## src/sv/assert_macros.svh

```systemverilog
// Assertion macros used by the RTL of the bank-switch mapper.
// Depends on nothing; the body is empty in synthesis builds.
`ifndef ASSERT_MACROS_SVH
`define ASSERT_MACROS_SVH
`ifndef SYNTHESIS
`define SBSM_ASSERT(lbl, clk, rst_n, prop) \
    lbl: assert property (@(posedge clk) disable iff (!rst_n) prop) \
        else $error("sbsm assertion failed");
`define SBSM_ASSERT_ALWAYS(lbl, clk, prop) \
    lbl: assert property (@(posedge clk) prop) \
        else $error("sbsm assertion failed");
`else
`define SBSM_ASSERT(lbl, clk, rst_n, prop)
`define SBSM_ASSERT_ALWAYS(lbl, clk, prop)
`endif
`endif

```

## src/sv/sbsm_pkg.sv

```systemverilog
// Types and constants of the serial bank-switch mapper.
// Used by the top level serial_bank_switch_mapper_unit.
`timescale 1ns / 1ps
`default_nettype none
package sbsm_pkg;

    typedef enum logic [2:0] {
        CMD_CPU_WRITE = 3'd0,
        CMD_PRG_READ  = 3'd1,
        CMD_CHR_READ  = 3'd2,
        CMD_CHR_WRITE = 3'd3,
        CMD_PRG_RAM   = 3'd4
    } cmd_t;

    typedef enum logic [2:0] {
        REG_VARIANT      = 3'd0,
        REG_PRG_ROM_SIZE = 3'd1,
        REG_CHR_ROM_SIZE = 3'd2,
        REG_CHR_RAM_SIZE = 3'd3,
        REG_PRG_RAM_SIZE = 3'd4
    } reg_idx_t;

    localparam logic [1:0] VAR_STANDARD = 2'd0;
    localparam logic [1:0] VAR_FIXED32K = 2'd1;
    localparam logic [1:0] VAR_MMC1A    = 2'd2;
    localparam logic [1:0] VAR_DOUBLED  = 2'd3;

    localparam logic [4:0]  SHIFT_MARK   = 5'h10;
    localparam logic [4:0]  CTRL_RESET   = 5'h0C;
    localparam logic [19:0] OUTER_SIZE   = 20'h40000;
    localparam logic [18:0] HALF_SIZE    = 19'h20000;
    localparam logic [3:0]  SH_32K       = 4'd15;
    localparam logic [3:0]  SH_16K       = 4'd14;
    localparam logic [3:0]  SH_8K        = 4'd13;
    localparam logic [3:0]  SH_4K        = 4'd12;
    localparam int          DIV_STEPS    = 32;

    typedef struct packed {
        logic [2:0]  command;
        logic [15:0] address;
        logic [7:0]  write_data;
        logic [63:0] cpu_cycle;
    } in_item_t;

    typedef struct packed {
        logic        accepted;
        logic [18:0] mapped_address;
        logic [1:0]  mirroring;
    } out_item_t;

endpackage
`default_nettype wire

```

## src/sv/serial_bank_switch_mapper_unit.sv

```systemverilog
// Serial bank-switch mapper: serial register load and address translation.
// Sequence from accept to result: CPU write: setup, done; PRG RAM map: setup, 32 bank
// remainder steps, combine, done; PRG ROM or CHR map adds 32 steps for the size.
// Throughput: one item at a time, set by the shared one-bit-a-step remainder unit.
// The output register lets the next item start while a result waits.
// Reset (aresetn low, synchronous) restores config and mapper state; not the datapath.
`timescale 1ns / 1ps
`default_nettype none
`include "assert_macros.svh"
module serial_bank_switch_mapper_unit (
    input  wire logic               aclk,
    input  wire logic               aresetn,
    input  wire logic               s_valid,
    output logic                    s_ready,
    input  wire sbsm_pkg::in_item_t s_item,
    output logic                    m_valid,
    input  wire logic               m_ready,
    output sbsm_pkg::out_item_t     m_item,
    input  wire logic               cfg_valid,
    output logic                    cfg_ready,
    input  wire logic [2:0]         cfg_index,
    input  wire logic [19:0]        cfg_data
);
    import sbsm_pkg::*;

    typedef enum logic [5:0] {
        ST_IDLE  = 6'b000001,
        ST_SETUP = 6'b000010,
        ST_MOD1  = 6'b000100,
        ST_COMB  = 6'b001000,
        ST_MOD2  = 6'b010000,
        ST_DONE  = 6'b100000
    } state_t;

    state_t state_reg, state_next;

    // configuration
    logic [1:0]  variant_reg;
    logic [19:0] prg_rom_size_reg;
    logic [17:0] chr_rom_size_reg, chr_ram_size_reg;
    logic [15:0] prg_ram_size_reg;

    // mapper state
    logic [4:0]  load_shift_reg, load_shift_next;
    logic [4:0]  control_reg, control_next;
    logic [4:0]  chr_low_reg, chr_low_next;
    logic [4:0]  chr_high_reg, chr_high_next;
    logic [4:0]  prg_bank_reg, prg_bank_next;
    logic [63:0] last_cyc_reg, last_cyc_next;

    // item and datapath
    in_item_t    item_reg;
    logic        ok_reg, ok_next;
    logic        fin_reg, fin_next;
    logic [31:0] pre_reg, pre_next;
    logic [15:0] off_reg, off_next;
    logic [3:0]  shamt_reg, shamt_next;
    logic [19:0] fdiv_reg, fdiv_next;
    logic [31:0] m_reg, m_next;

    // shared remainder unit
    logic [31:0] dq_reg, dq_next;
    logic [19:0] dv_reg, dv_next;
    logic [19:0] rem_reg, rem_next;
    logic [4:0]  cnt_reg, cnt_next;
    logic [20:0] trial;

    logic        m_valid_reg, m_valid_next;
    out_item_t   m_item_reg, m_item_next;

    // setup decode
    logic [4:0]  bank_s;
    logic [19:0] total_s, count_s;
    logic [19:0] base_s, rbase_s;
    logic [18:0] rsize_s, hsize_s, hrest_s;
    logic [18:0] hbase_s;
    logic [1:0]  mode_s;
    logic [4:0]  preg_s;
    logic        half_s;
    logic [17:0] csize_s;
    logic        ignore_s;
    logic        hi_s;

    // assertion helpers
    logic        div_busy;
    logic        rejected_out;

    assign s_ready   = (state_reg == ST_IDLE);
    assign cfg_ready = 1'b1;
    assign m_valid   = m_valid_reg;
    assign m_item    = m_item_reg;

    assign trial = {rem_reg, dq_reg[31]};

    assign div_busy     = (state_reg == ST_MOD1) || (state_reg == ST_MOD2);
    assign rejected_out = m_valid && !m_item.accepted;

    always_comb begin
        // PRG geometry
        base_s  = (prg_rom_size_reg > OUTER_SIZE && chr_low_reg[4]) ? OUTER_SIZE : 20'd0;
        rbase_s = prg_rom_size_reg - base_s;
        rsize_s = (rbase_s > OUTER_SIZE) ? OUTER_SIZE[18:0] : rbase_s[18:0];
        mode_s  = control_reg[3:2];
        preg_s  = (variant_reg == VAR_DOUBLED) ? {prg_bank_reg[3:0], 1'b0} : prg_bank_reg;
        half_s  = (variant_reg == VAR_MMC1A) && prg_bank_reg[4] && (rsize_s > HALF_SIZE);
        hbase_s = (half_s && prg_bank_reg[3]) ? HALF_SIZE : 19'd0;
        hrest_s = rsize_s - hbase_s;
        hsize_s = half_s ? ((hrest_s > HALF_SIZE) ? HALF_SIZE : hrest_s) : rsize_s;
        hi_s    = item_reg.address[15] && item_reg.address[14];
        csize_s = (chr_rom_size_reg != 18'd0) ? chr_rom_size_reg : chr_ram_size_reg;
        ignore_s = (item_reg.cpu_cycle != '1) && (last_cyc_reg != '1)
                   && (item_reg.cpu_cycle <= last_cyc_reg + 64'd1);

        state_next      = state_reg;
        load_shift_next = load_shift_reg;
        control_next    = control_reg;
        chr_low_next    = chr_low_reg;
        chr_high_next   = chr_high_reg;
        prg_bank_next   = prg_bank_reg;
        last_cyc_next   = last_cyc_reg;
        ok_next    = ok_reg;
        fin_next   = fin_reg;
        pre_next   = pre_reg;
        off_next   = off_reg;
        shamt_next = shamt_reg;
        fdiv_next  = fdiv_reg;
        m_next     = m_reg;
        dq_next    = dq_reg;
        dv_next    = dv_reg;
        rem_next   = rem_reg;
        cnt_next   = cnt_reg;
        bank_s     = 5'd0;
        total_s    = 20'd0;
        count_s    = 20'd1;
        m_valid_next = m_valid_reg && !m_ready;
        m_item_next  = m_item_reg;

        unique case (state_reg)
            ST_IDLE: begin
                if (s_valid) begin
                    state_next = ST_SETUP;
                end
            end
            ST_SETUP: begin
                ok_next    = 1'b0;
                fin_next   = 1'b1;
                pre_next   = 32'd0;
                off_next   = 16'd0;
                shamt_next = SH_16K;
                fdiv_next  = prg_rom_size_reg;
                state_next = ST_DONE;
                case (item_reg.command)
                    CMD_CPU_WRITE: begin
                        if (item_reg.address[15]) begin
                            ok_next = 1'b1;
                            if (item_reg.write_data[7]) begin
                                if (item_reg.cpu_cycle != '1) begin
                                    last_cyc_next = item_reg.cpu_cycle;
                                end
                                load_shift_next = SHIFT_MARK;
                                control_next    = control_reg | CTRL_RESET;
                            end else if (!ignore_s) begin
                                if (item_reg.cpu_cycle != '1) begin
                                    last_cyc_next = item_reg.cpu_cycle;
                                end
                                load_shift_next = {item_reg.write_data[0], load_shift_reg[4:1]};
                                if (load_shift_reg[0]) begin
                                    // fifth bit: load the target register
                                    load_shift_next = SHIFT_MARK;
                                    unique case (item_reg.address[14:13])
                                        2'd0: control_next  = {item_reg.write_data[0],
                                                               load_shift_reg[4:1]};
                                        2'd1: chr_low_next  = {item_reg.write_data[0],
                                                               load_shift_reg[4:1]};
                                        2'd2: chr_high_next = {item_reg.write_data[0],
                                                               load_shift_reg[4:1]};
                                        default: prg_bank_next = {item_reg.write_data[0],
                                                                  load_shift_reg[4:1]};
                                    endcase
                                end
                            end
                        end
                    end
                    CMD_PRG_READ: begin
                        if (item_reg.address[15] && prg_rom_size_reg != 20'd0) begin
                            ok_next  = 1'b1;
                            off_next = {1'b0, item_reg.address[14:0]};
                            if (variant_reg == VAR_FIXED32K) begin
                                pre_next = 32'd0;
                            end else if (!mode_s[1]) begin
                                pre_next   = 32'(base_s);
                                bank_s     = {2'd0, preg_s[3:1]};
                                total_s    = 20'(rsize_s);
                                shamt_next = SH_32K;
                            end else if (mode_s == 2'd2 && !hi_s) begin
                                pre_next = 32'(base_s) + 32'(hbase_s);
                            end else if (mode_s == 2'd3 && hi_s) begin
                                // fixed last bank; wraps when the ROM is tiny
                                pre_next = 32'(base_s) + 32'(hbase_s) + 32'(hsize_s)
                                           - 32'h4000;
                                off_next = {2'd0, item_reg.address[13:0]};
                            end else begin
                                off_next = {2'd0, item_reg.address[13:0]};
                                if (half_s) begin
                                    pre_next = 32'(base_s) + 32'(hbase_s);
                                    bank_s   = {2'd0, preg_s[2:0]};
                                    total_s  = 20'(hsize_s);
                                end else begin
                                    pre_next = 32'(base_s);
                                    bank_s   = {1'b0, preg_s[3:0]};
                                    total_s  = 20'(rsize_s);
                                end
                            end
                            state_next = ST_MOD1;
                        end
                    end
                    CMD_CHR_READ, CMD_CHR_WRITE: begin
                        if (!item_reg.address[15] && !item_reg.address[14]
                            && !item_reg.address[13] && csize_s != 18'd0
                            && (item_reg.command == CMD_CHR_READ
                                || chr_ram_size_reg != 18'd0)) begin
                            ok_next    = 1'b1;
                            shamt_next = SH_4K;
                            total_s    = 20'(csize_s);
                            fdiv_next  = 20'(csize_s);
                            if (!control_reg[4]) begin
                                bank_s   = {chr_low_reg[4:1], 1'b0};
                                off_next = {3'd0, item_reg.address[12:0]};
                            end else if (!item_reg.address[12]) begin
                                bank_s   = chr_low_reg;
                                off_next = {4'd0, item_reg.address[11:0]};
                            end else begin
                                bank_s   = chr_high_reg;
                                off_next = {4'd0, item_reg.address[11:0]};
                            end
                            state_next = ST_MOD1;
                        end
                    end
                    CMD_PRG_RAM: begin
                        if (item_reg.address[15:13] == 3'b011 && prg_ram_size_reg != 16'd0
                            && (variant_reg == VAR_MMC1A || !prg_bank_reg[4])) begin
                            ok_next    = 1'b1;
                            fin_next   = 1'b0;
                            shamt_next = SH_8K;
                            total_s    = 20'(prg_ram_size_reg);
                            off_next   = {3'd0, item_reg.address[12:0]};
                            if (prg_ram_size_reg[15]) begin
                                bank_s = {3'd0, chr_low_reg[3:2]};
                            end else if (prg_ram_size_reg[14]) begin
                                bank_s = {4'd0, chr_low_reg[3]};
                            end
                            state_next = ST_MOD1;
                        end
                    end
                    default: begin
                        ok_next = 1'b0;
                    end
                endcase
                count_s  = total_s >> shamt_next;
                if (count_s == 20'd0) begin
                    count_s = 20'd1;
                end
                dq_next  = 32'(bank_s);
                dv_next  = count_s;
                rem_next = 20'd0;
                cnt_next = 5'(DIV_STEPS - 1);
            end
            ST_MOD1, ST_MOD2: begin
                if (trial >= {1'b0, dv_reg}) begin
                    rem_next = 20'(trial - {1'b0, dv_reg});
                end else begin
                    rem_next = trial[19:0];
                end
                dq_next  = {dq_reg[30:0], 1'b0};
                cnt_next = cnt_reg - 5'd1;
                if (cnt_reg == 5'd0) begin
                    state_next = (state_reg == ST_MOD1) ? ST_COMB : ST_DONE;
                end
            end
            ST_COMB: begin
                m_next   = pre_reg + (32'(rem_reg) << shamt_reg) + 32'(off_reg);
                dq_next  = pre_reg + (32'(rem_reg) << shamt_reg) + 32'(off_reg);
                dv_next  = fdiv_reg;
                rem_next = 20'd0;
                cnt_next = 5'(DIV_STEPS - 1);
                state_next = fin_reg ? ST_MOD2 : ST_DONE;
            end
            ST_DONE: begin
                if (!m_valid_reg || m_ready) begin
                    m_valid_next = 1'b1;
                    m_item_next.accepted  = ok_reg;
                    m_item_next.mirroring = control_reg[1:0];
                    if (!ok_reg || item_reg.command == CMD_CPU_WRITE) begin
                        m_item_next.mapped_address = 19'd0;
                    end else if (fin_reg) begin
                        m_item_next.mapped_address = rem_reg[18:0];
                    end else begin
                        m_item_next.mapped_address = m_reg[18:0];
                    end
                    state_next = ST_IDLE;
                end
            end
            default: begin
                state_next = ST_IDLE;
            end
        endcase
    end

    always_ff @(posedge aclk) begin
        if (!aresetn) begin
            state_reg        <= ST_IDLE;
            m_valid_reg      <= 1'b0;
            variant_reg      <= VAR_STANDARD;
            prg_rom_size_reg <= 20'h40000;
            chr_rom_size_reg <= 18'd0;
            chr_ram_size_reg <= 18'h2000;
            prg_ram_size_reg <= 16'h2000;
            load_shift_reg   <= SHIFT_MARK;
            control_reg      <= CTRL_RESET;
            chr_low_reg      <= 5'd0;
            chr_high_reg     <= 5'd0;
            prg_bank_reg     <= 5'd0;
            last_cyc_reg     <= '1;
        end else begin
            state_reg      <= state_next;
            m_valid_reg    <= m_valid_next;
            load_shift_reg <= load_shift_next;
            control_reg    <= control_next;
            chr_low_reg    <= chr_low_next;
            chr_high_reg   <= chr_high_next;
            prg_bank_reg   <= prg_bank_next;
            last_cyc_reg   <= last_cyc_next;
            if (cfg_valid) begin
                case (cfg_index)
                    REG_VARIANT:      variant_reg      <= cfg_data[1:0];
                    REG_PRG_ROM_SIZE: prg_rom_size_reg <= cfg_data;
                    REG_CHR_ROM_SIZE: chr_rom_size_reg <= cfg_data[17:0];
                    REG_CHR_RAM_SIZE: chr_ram_size_reg <= cfg_data[17:0];
                    REG_PRG_RAM_SIZE: prg_ram_size_reg <= cfg_data[15:0];
                    default: ;
                endcase
            end
        end
    end

    always_ff @(posedge aclk) begin
        if (s_valid && s_ready) begin
            item_reg <= s_item;
        end
        ok_reg     <= ok_next;
        fin_reg    <= fin_next;
        pre_reg    <= pre_next;
        off_reg    <= off_next;
        shamt_reg  <= shamt_next;
        fdiv_reg   <= fdiv_next;
        m_reg      <= m_next;
        dq_reg     <= dq_next;
        dv_reg     <= dv_next;
        rem_reg    <= rem_next;
        cnt_reg    <= cnt_next;
        m_item_reg <= m_item_next;
    end

    `SBSM_ASSERT(a_shift_mark, aclk, aresetn, load_shift_reg != 5'd0)
    `SBSM_ASSERT(a_rem_bound, aclk, aresetn, div_busy |-> (rem_reg < dv_reg))
    `SBSM_ASSERT(a_reject_zero, aclk, aresetn, rejected_out |-> (m_item.mapped_address == 19'd0))
    `SBSM_ASSERT(a_busy_not_ready, aclk, aresetn, (s_valid && s_ready) |=> !s_ready)

endmodule
`default_nettype wire

```

## config.mk

```make
export PLATFORM = sky130hd
export DESIGN_NAME = serial_bank_switch_mapper_unit
export DESIGN_NICKNAME = d
export VERILOG_FILES = /design/src/sv/sbsm_pkg.sv /design/src/sv/serial_bank_switch_mapper_unit.sv
export VERILOG_INCLUDE_DIRS = /design/src /design/src/sv
export SDC_FILE = /design/constraint.sdc
export NUM_CORES = 1
export LEC_CHECK = 0
export ABC_AREA = 1
export CAP_MARGIN = 10
export CORE_MARGIN = 2
export CORE_UTILIZATION = 50
export DETAILED_ROUTE_END_ITERATION = 16
export DONT_BUFFER_PORTS = 1
export SLEW_MARGIN = 10
export SYNTH_ARGS = -nofsm -noshare
export SYNTH_HDL_FRONTEND = slang
export SYNTH_SLANG_ARGS = --single-unit
```

## constraint.sdc

```tcl
create_clock -name aclk -period 19.8 [get_ports aclk]
set_clock_uncertainty 0.1 [all_clocks]
set_input_delay 2.97 -clock aclk [delete_from_list [all_inputs] [get_ports aclk]]
set_output_delay 2.97 -clock aclk [all_outputs]
set_load 0.01 [all_outputs]
```

==> metrics list, run 1 <==
- TritonCTS Buffers: 47
* RSZ-0062 raised after global routing: no
- The die is 221 um wide.
- For the finished layout, the period the worst path requires is 7.24 ns.
- Worst-margin pin slew: 1.13 ns
* Number of placement rows: 79
* Post-synth net total: 2962
- In this run the tool buffered the top-level ports with 0 buffer cells.
- Number of resized instances in the post-cts repair step: 0
* Via total after detailed routing: 18765
* Total global routing track utilization: 25.2%
* Post-CTS repair timing setup buffer count: 0
* Hold buffer count at CTS: 0
- In the final layout, the share of cells above drive strength 1 is 4.29%.
- The run finished with clean final reports.
* Via count of the first global-routing pass: 18200
- Summed over all layers, the global routing overflow is 0.
- The clock network is responsible for 43.7% of the overall power.
- CTS Buffer Depth: 3
- Together, buffers and inverters on the worst path number 4.
* Largest fanout on the critical path: 69
* Biggest area consumer among synthesized cells: sky130_fd_sc_hd__edfxtp_1
- Synthesis instantiated 63 different standard cells from the library.
- The tool flagged a number of max-cap violations equal to 0.
- CTS clk-pin slew, worst paths: 0.06 ns
- Latest clock arrival within the worst-skew pair: 0.58 ns
- In this run the tightest slew margin relative to its limit is 24.3%.
* Main area contributors after synthesis: sky130_fd_sc_hd__edfxtp_1 (34%), sky130_fd_sc_hd__dfxtp_1 (14%), sky130_fd_sc_hd__ha_1 (8.0%)
* Number of cells in the design after placement: 3222
- VDD sags by at most 0.0832 mV.
* Static Leakage: 0.0114 uW
- By instance count, the leading cell after synthesis is sky130_fd_sc_hd__nand2_1.
* Slowest stage cell on the critical path: sky130_fd_sc_hd__nand2_4
- Count of boundary I/O pins: 144
- Async set or reset register ratio after synthesis: 0%
- Switching part of the total: 24.1%
* Number of flops mapped to enable cells by yosys: 266
* Max FFs per register: 85
- Remaining antenna violation count: 0
- Switching pwr: 543 uW
* Number of endpoints failing setup at the final stage: 0
- Fraction of power consumed by sequential logic: 45.5%
- STA classifies the critical path startpoint as a flop.
* Pwr Density: 87.0 nW/um^2
- For the final routed database, the setup TNS stands at 0 ns.
- Combinational cells account for 10.7% of the total power.
- Wire length of the first global-routing pass: 98300 um
- Count of yosys warnings during synthesis: 0
* Worst min-delay path category: reg2reg
- After detailed routing, the total wire length is 62000 um.
* CP Data Arrival Time: 7.65 ns
- The setup path with the least slack is of type reg2reg.
- Highest clock rate: 138 MHz
- The final hold violation count was 0.
- CTS root buffer: sky130_fd_sc_hd__clkbuf_16
* Nets: 2940
- For this run, the slowest stage of the critical path takes 0.74 ns.
* Crit path max-delay family: simple AND/OR/NAND/NOR gates
* Routed length per instance: 18.7 um
- Vias per Instance: 5.67
- The cell area that synthesis handed to floorplanning was 23600 sq um.
* Layout area overhead: 9.56%
* Vert. Die Dim: 221 um
* Fill cell instance count of the final layout: 4169
* Area share of the largest cell type after synthesis: 33.9%
- Before antenna repair, the detailed router went through 6 iterations.
- At the worst endpoint, the required time is 20.21 ns.
- Placeable core area: 46600 sq um
* Dominant register cell in the synthesized netlist: sky130_fd_sc_hd__edfxtp_1
- The initial antenna violation count was 10.
* Post-synthesis register bit count: 436
* Routability congestion estimate from global placement: 0.937
- For flop-to-flop paths, the worst setup slack is 12.56 ns.
* Detailed Place HPWL: 46400 um
* Initial Util: 50.7%
- For this run, the number of standard cells in the final layout without fillers is 3311.
- Synthesis produced 2686 cells.
- A synthesized cell averages 8.78 sq um.
* Total clock sinks: 436
- The clock tree synthesis step divided the H-tree into 2 levels.
- Die outline area: 48900 sq um
- Largest net degree at the start of global routing: 155
* Slew Viols, Final: 0
- STA classifies the critical path endpoint as a flop.
- The final critical path takes up 36.6% of the cycle.
- For this run, the register share of the synthesized area comes to 48.3%.
* Final routed DRC violation total: 0
- Cell internal power was estimated by the tool at 1700 uW.
- Iteration-0 DRC count of the detailed router: 1271
- Most frequent cells after synthesis: sky130_fd_sc_hd__nand2_1 (468), sky130_fd_sc_hd__inv_1 (289), sky130_fd_sc_hd__edfxtp_1 (266)
- TritonCTS built the clock tree.
cells by family (layout without fill, tap and decap cells):
kind of cell / Yosys count / count (layout) / synth area share (%)
simple gates: 1113 / 1113 / 21.0
other cells: 1 / 4 / 0.0159
mux: 13 / 13 / 0.552
fa+ha+maj: 157 / 157 / 8.52
flops: 436 / 436 / 48.3
compound gates: 484 / 484 / 11.5
xor+xnor: 102 / 102 / 3.79
buf+inv: 380 / 395 / 6.30
layout by cell type, fill, tap and decap left out, types with 7 or more instances in the layout:
master,Yosys,layout
sky130_fd_sc_hd__nand2_1,468,468
sky130_fd_sc_hd__inv_1,289,289
sky130_fd_sc_hd__edfxtp_1,266,266
sky130_fd_sc_hd__nor2_1,236,234
sky130_fd_sc_hd__nand3_1,210,210
sky130_fd_sc_hd__a21oi_1,188,187
sky130_fd_sc_hd__o21ai_0,186,186
sky130_fd_sc_hd__dfxtp_1,170,170
sky130_fd_sc_hd__ha_1,151,151
sky130_fd_sc_hd__xor2_1,73,73
sky130_fd_sc_hd__nand4_1,68,68
sky130_fd_sc_hd__nor3_1,62,62
sky130_fd_sc_hd__clkbuf_16,0,49
sky130_fd_sc_hd__nor4_1,35,34
sky130_fd_sc_hd__xnor2_1,29,29
sky130_fd_sc_hd__o21ai_1,16,16
sky130_fd_sc_hd__a211oi_1,16,16
sky130_fd_sc_hd__a22o_1,15,15
sky130_fd_sc_hd__mux2i_1,13,13
sky130_fd_sc_hd__bufinv_16,0,12
sky130_fd_sc_hd__buf_4,6,10
sky130_fd_sc_hd__a31oi_1,9,9
sky130_fd_sc_hd__o211ai_1,9,9
sky130_fd_sc_hd__clkbuf_1,61,8
sky130_fd_sc_hd__clkinv_2,0,7
power groups by stage:
stage | clock, uW | sequential, uW | combinational, uW
finish | 983 | 1020 | 241
global placement | 0 | 1040 | 234
CTS | 1000 | 1020 | 242
floorplan | 0 | 1030 | 184
detailed placement | 0 | 1040 | 240
global route | 1040 | 1030 | 274
cell type report:
type	count	area [sq um]	area share, %
flip-flops and latches	436	11400	44.1
multi-input cells	1870	10700	41.6
clock buffers	61	1310	5.07
inverters	299	1130	4.36
well taps	607	759	2.94
clock inverters	25	434	1.68
repair buffers	10	75.1	0.290
diodes	3	7.51	0.0290
metrics by stage:
stage	hold slack [ns]	total power (uW)	worst slack, ns	area (sq um)	utilization (%)
3_5_place_dp	0.317	1280	12.62	24100	51.7
2_1_floorplan	0.303	1220	10.44	23600	-
6_report	0.328	2250	12.56	25800	55.5
4_1_cts	0.333	2270	12.59	25800	55.5
3_3_place_gp	0.315	1280	12.74	24100	51.7
5_1_grt	0.353	2340	12.13	25800	55.5
final timing paths:
path	start	end	cells past startpoint
setup reg to reg	last_cyc_reg[0]$_SDFFE_PN1P_	last_cyc_reg[13]$_SDFFE_PN1P_	26
hold / removal	control_reg[1]$_SDFFE_PN0P_	m_item[1]$_DFFE_PP_	0
hold reg to reg	control_reg[1]$_SDFFE_PN0P_	m_item[1]$_DFFE_PP_	0
setup / recovery	last_cyc_reg[0]$_SDFFE_PN1P_	last_cyc_reg[13]$_SDFFE_PN1P_	26
metal layers:
| layer | GRT usage [%] | vias to the layer above | part of all wire (%) |
|---|---|---|---|
| met5 | 0 | - | 0.12 |
| met4 | 10.8 | 12 | 4.4 |
| met3 | 3.89 | 156 | 4.8 |
| met2 | 43.1 | 511 | 48 |
| met1 | 31.5 | 8815 | 43 |
| li1 | - | 9271 | - |
(Power assumes the default switching activity.)
==> run 2: changes to the inputs <==
- ABC_AREA: 1 -> 0
- PLACE_DENSITY: not set -> 0.68
- clock period: 19.8 -> 6.1 ns (I/O delays scaled with it)
==> run 2 against run 1 <==
  * Critical endpoint is now control_reg[2]$_SDFFE_PN1P_
  * Largest cell class unchanged
  * Power grew to 3.0 times the previous value
  * Setup slack got worse by 12 ns
  * Global-route usage is 2.1 points lower
  * Final cell count down 14%
  * Fmax increased by 29%
  * Register-to-register slack lost 12 ns
  * Largest power group unchanged
  * Non-clock buffer count grew 12
  * Clock power grew to 2.9 times the previous value
  * Routed wire length is 10% lower
  * Via count decreased by 12%
  * First-iteration DRC count decreased by 20%
==> metrics list, run 2 <==
* Worst reg2reg path startpoint: last_cyc_reg[26]$_SDFFE_PN1P_
* Critical path class: reg2reg
* Max-cap violation count: 0
- Worst hold-check slack: 0.290 ns
- Result of the run: completed
* Layout area overhead: 9.28%
* Largest net degree at the start of global routing: 102
* Number of endpoints failing setup at the final stage: 0
* Slew margin rel.: 17.3%
- Routed length per instance: 19.6 um
- Placement-stage cell area: 23600 sq um
- CP Data Arrival Time: 5.99 ns
- Of all nets on the critical path, the largest fanout is 6.
* Post-synthesis register bit count: 436
- Worst-margin pin slew: 1.24 ns
- In this run the clock root is driven by a sky130_fd_sc_hd__clkbuf_16.
- After detailed placement, the design holds a cell count of 2744.
* Main area contributors after synthesis: sky130_fd_sc_hd__edfxtp_1 (35%), sky130_fd_sc_hd__dfxtp_1 (15%), sky130_fd_sc_hd__ha_1 (8.2%)
* Final Cycle Share: 92.0%
- Most common library cell in the layout ignoring fill and taps: sky130_fd_sc_hd__nand2_1
- After floorplanning, the core was sized to cover 45400 sq um.
- For this design, the sink count on the clock tree is 436.
* FF-to-FF path depth: 20
- In this run the most used layer during global routing was met2.
* Remaining antenna violation count: 0
- Cell with the most instances after synthesis: sky130_fd_sc_hd__nand2_1
- IR analysis of the VDD net gives a maximum drop of 0.281 mV.
- Detailed placement ended at an HPWL of 40400 um.
- In this run the biggest area consumer among cell types represents 34.7% of the synthesized area.
* Count of placed standard cells in the final layout, fillers left out: 2833
- Averaged over all synthesized cells, the footprint is 10.4 sq um.
- Vias per Instance: 5.86
- DRT Pass-1 Iters: 5
* CTS Buffer Depth: 3
- Iteration-0 DRC count of the detailed router: 1013
- Port Buffers: 0
- Synthesized instance count: 2209
- Distinct cell type count of the synthesized netlist: 82
- Summed over all cells, the static leakage comes to 0.0105 uW.
* Total Routed Length: 55600 um
- Once layout is complete, the utilization of the core stands at 55.4%.
- Share of cells above drive strength 1: 6.50%
* Wire length of the first global-routing pass: 86800 um
- At the end of the flow, the number of nets in the layout was 2470.
- Post-synth net total: 2485
* Kind of capture point of the worst setup path: flop
- TritonCTS Buffers: 46
- After synthesis, the most frequently instantiated cells are sky130_fd_sc_hd__nand2_1 (349), sky130_fd_sc_hd__edfxtp_1 (266), sky130_fd_sc_hd__dfxtp_1 (170).
- The final hold violation count came to 0.
- Vert. Die Dim: 218 um
* Top library cells by usage in the layout, fill and taps aside: sky130_fd_sc_hd__nand2_1 (349), sky130_fd_sc_hd__edfxtp_1 (266), sky130_fd_sc_hd__dfxtp_1 (170)
* R2r endpoint: control_reg[2]$_SDFFE_PN1P_
* Pwr Density: 265 nW/um^2
- For met2 alone, demand over resource in global routing was 40.1%.
- Post-CTS timing repair inserted 0 buffers for setup.
- The worst hold path terminates at last_cyc_reg[12]$_SDFFE_PN1P_.
- The finished cells cover 25100 sq um.
- Met1 track demand over resource: 28.6%
- Number of placement rows: 78
- Worst Setup Start Kind: flop
- The congestion estimate from routability-driven global placement came to 0.888.
- Count of yosys warnings during synthesis: 0
* Latest clock arrival within the worst-skew pair: 0.59 ns
- Initial antenna violation count: 4
- Hold buffer count at CTS: 0
* Dominant register cell in the synthesized netlist: sky130_fd_sc_hd__edfxtp_1
* Total global routing track utilization: 23.0%
- The worst path in the final design needs a cycle of 5.61 ns, including I/O delays and setup.
- Along the worst hold path, the cell count comes to 1.
- The number of slew-limit violations in the final report came to 0.
- After clock tree synthesis, the clock-pin slew on the worst setup and hold paths is 0.06 ns.
* Highest clock rate: 178 MHz
- In this run the number of H-tree levels came out at 2.
- Async set or reset register ratio after synthesis: 0%
* Via count of the first global-routing pass: 16134
- Remaining global-route overflow: 0
* Final routed DRC violation total: 0
- TritonCTS built the clock tree.
- Die outline area: 47700 sq um
- Sequential element share of the synthesized area: 49.5%
- Biggest area consumer among synthesized cells: sky130_fd_sc_hd__edfxtp_1
- Number of resized instances in the post-cts repair step: 0
- Setup_tns: 0 ns
* Met3 track demand over resource: 4.04%
- Once the floorplan was initialized, standard cells occupied 50.7% of the core.
* Worst min-delay path category: in2reg
- Reg2Reg Setup Slack: 0.49 ns
* Start point of the worst hold path: aresetn
- The synthesized design contains 266 enable-type register cells.
- The cell area that synthesis handed to floorplanning was 23000 sq um.
* Via total after detailed routing: 16599
- Die Span X: 218 um
- Count of boundary I/O pins: 144
- The register with the most flip-flops in the layout has 85 of them.
* Required time worst endpoint: 6.48 ns
## run 2: final cells by class
| cell class | count | area [sq um] |
|---|---|---|
| Timing Repair Buffer | 22 | 199 |
| Multi-Input combinational cell | 1618 | 11000 |
| Sequential cell | 436 | 11400 |
| Clock inverter | 27 | 283 |
| Inverter | 70 | 263 |
| Fill cell | 3931 | 20300 |
| Tap cell | 600 | 751 |
| Antenna cell | 2 | 5.00 |
| Clock buffer | 58 | 1240 |
## run 2: worst max-delay path, cell delays in order, from the launching register on
cell and delay [ns]:
sky130_fd_sc_hd__dfxtp_1 0.44, sky130_fd_sc_hd__and4_1 0.27, sky130_fd_sc_hd__and3_1 0.24, sky130_fd_sc_hd__and4_1 0.30, sky130_fd_sc_hd__nand3_1 0.23, sky130_fd_sc_hd__nor2_2 0.19, sky130_fd_sc_hd__nand2_1 0.07, sky130_fd_sc_hd__nor2_1 0.22
sky130_fd_sc_hd__nand2_1 0.17, sky130_fd_sc_hd__nor2_1 0.16, sky130_fd_sc_hd__xnor2_1 0.09, sky130_fd_sc_hd__ha_1 0.30, sky130_fd_sc_hd__nand4_1 0.17, sky130_fd_sc_hd__nor4_2 0.36, sky130_fd_sc_hd__and2_1 0.20, sky130_fd_sc_hd__nand3_1 0.16
sky130_fd_sc_hd__or4_1 0.64, sky130_fd_sc_hd__nor2_2 0.27, sky130_fd_sc_hd__o31ai_2 0.14, sky130_fd_sc_hd__or3_1 0.46, sky130_fd_sc_hd__o32a_1 0.32
## run 2: how the worst max path moves through the flow
stage / slack, ns / start / end / depth (start not counted)
after global routing: -0.0004 / last_cyc_reg[26]$_SDFFE_PN1P_ / last_cyc_reg[3]$_SDFFE_PN1P_ / 22
after detailed placement: 0.42 / last_cyc_reg[26]$_SDFFE_PN1P_ / last_cyc_reg[38]$_SDFFE_PN1P_ / 22
after CTS: 0.37 / last_cyc_reg[26]$_SDFFE_PN1P_ / last_cyc_reg[31]$_SDFFE_PN1P_ / 22
after global placement: 0.50 / last_cyc_reg[26]$_SDFFE_PN1P_ / last_cyc_reg[51]$_SDFFE_PN1P_ / 22
after floorplan: 1.14 / last_cyc_reg[2]$_SDFFE_PN1P_ / last_cyc_reg[15]$_SDFFE_PN1P_ / 23
final: 0.49 / last_cyc_reg[26]$_SDFFE_PN1P_ / control_reg[2]$_SDFFE_PN1P_ / 20
## run 2: through the flow
step                      power (uW)  worst slack, ns
final                           6650            0.487
after global routing            6890        -0.000376
after CTS                       6700            0.367
after detailed placement        3860            0.418
after global placement          3840            0.504
after floorplan                 3730             1.14
## run 2: where the power goes
part | total [uW] | internal, uW | switching (uW) | leakage [uW]
sequential | 3290 | 3210 | 78.1 | 0.00389
clock | 2840 | 1660 | 1180 | 0.000738
combinational | 515 | 205 | 311 | 0.00582
## run 2: cells by family after synthesis
logic type,synth area share (%)
AO/OA/AOI/OAI,11.7
XOR/XNOR,3.85
adder cells (fa/ha/maj),8.74
buffers and inverters,2.80
flip-flops,49.5
multiplexers,6.45
other,0.0163
AND/OR/NAND/NOR,16.9
## run 2: metal layers
metal	vias to the layer above	routed length [um]	part of all wire, %
li1	8032	-	-
met1	8003	23300	42
met2	445	27600	50
met3	115	2860	5.1
met4	4	1840	3.3
met5	-	25	0.045
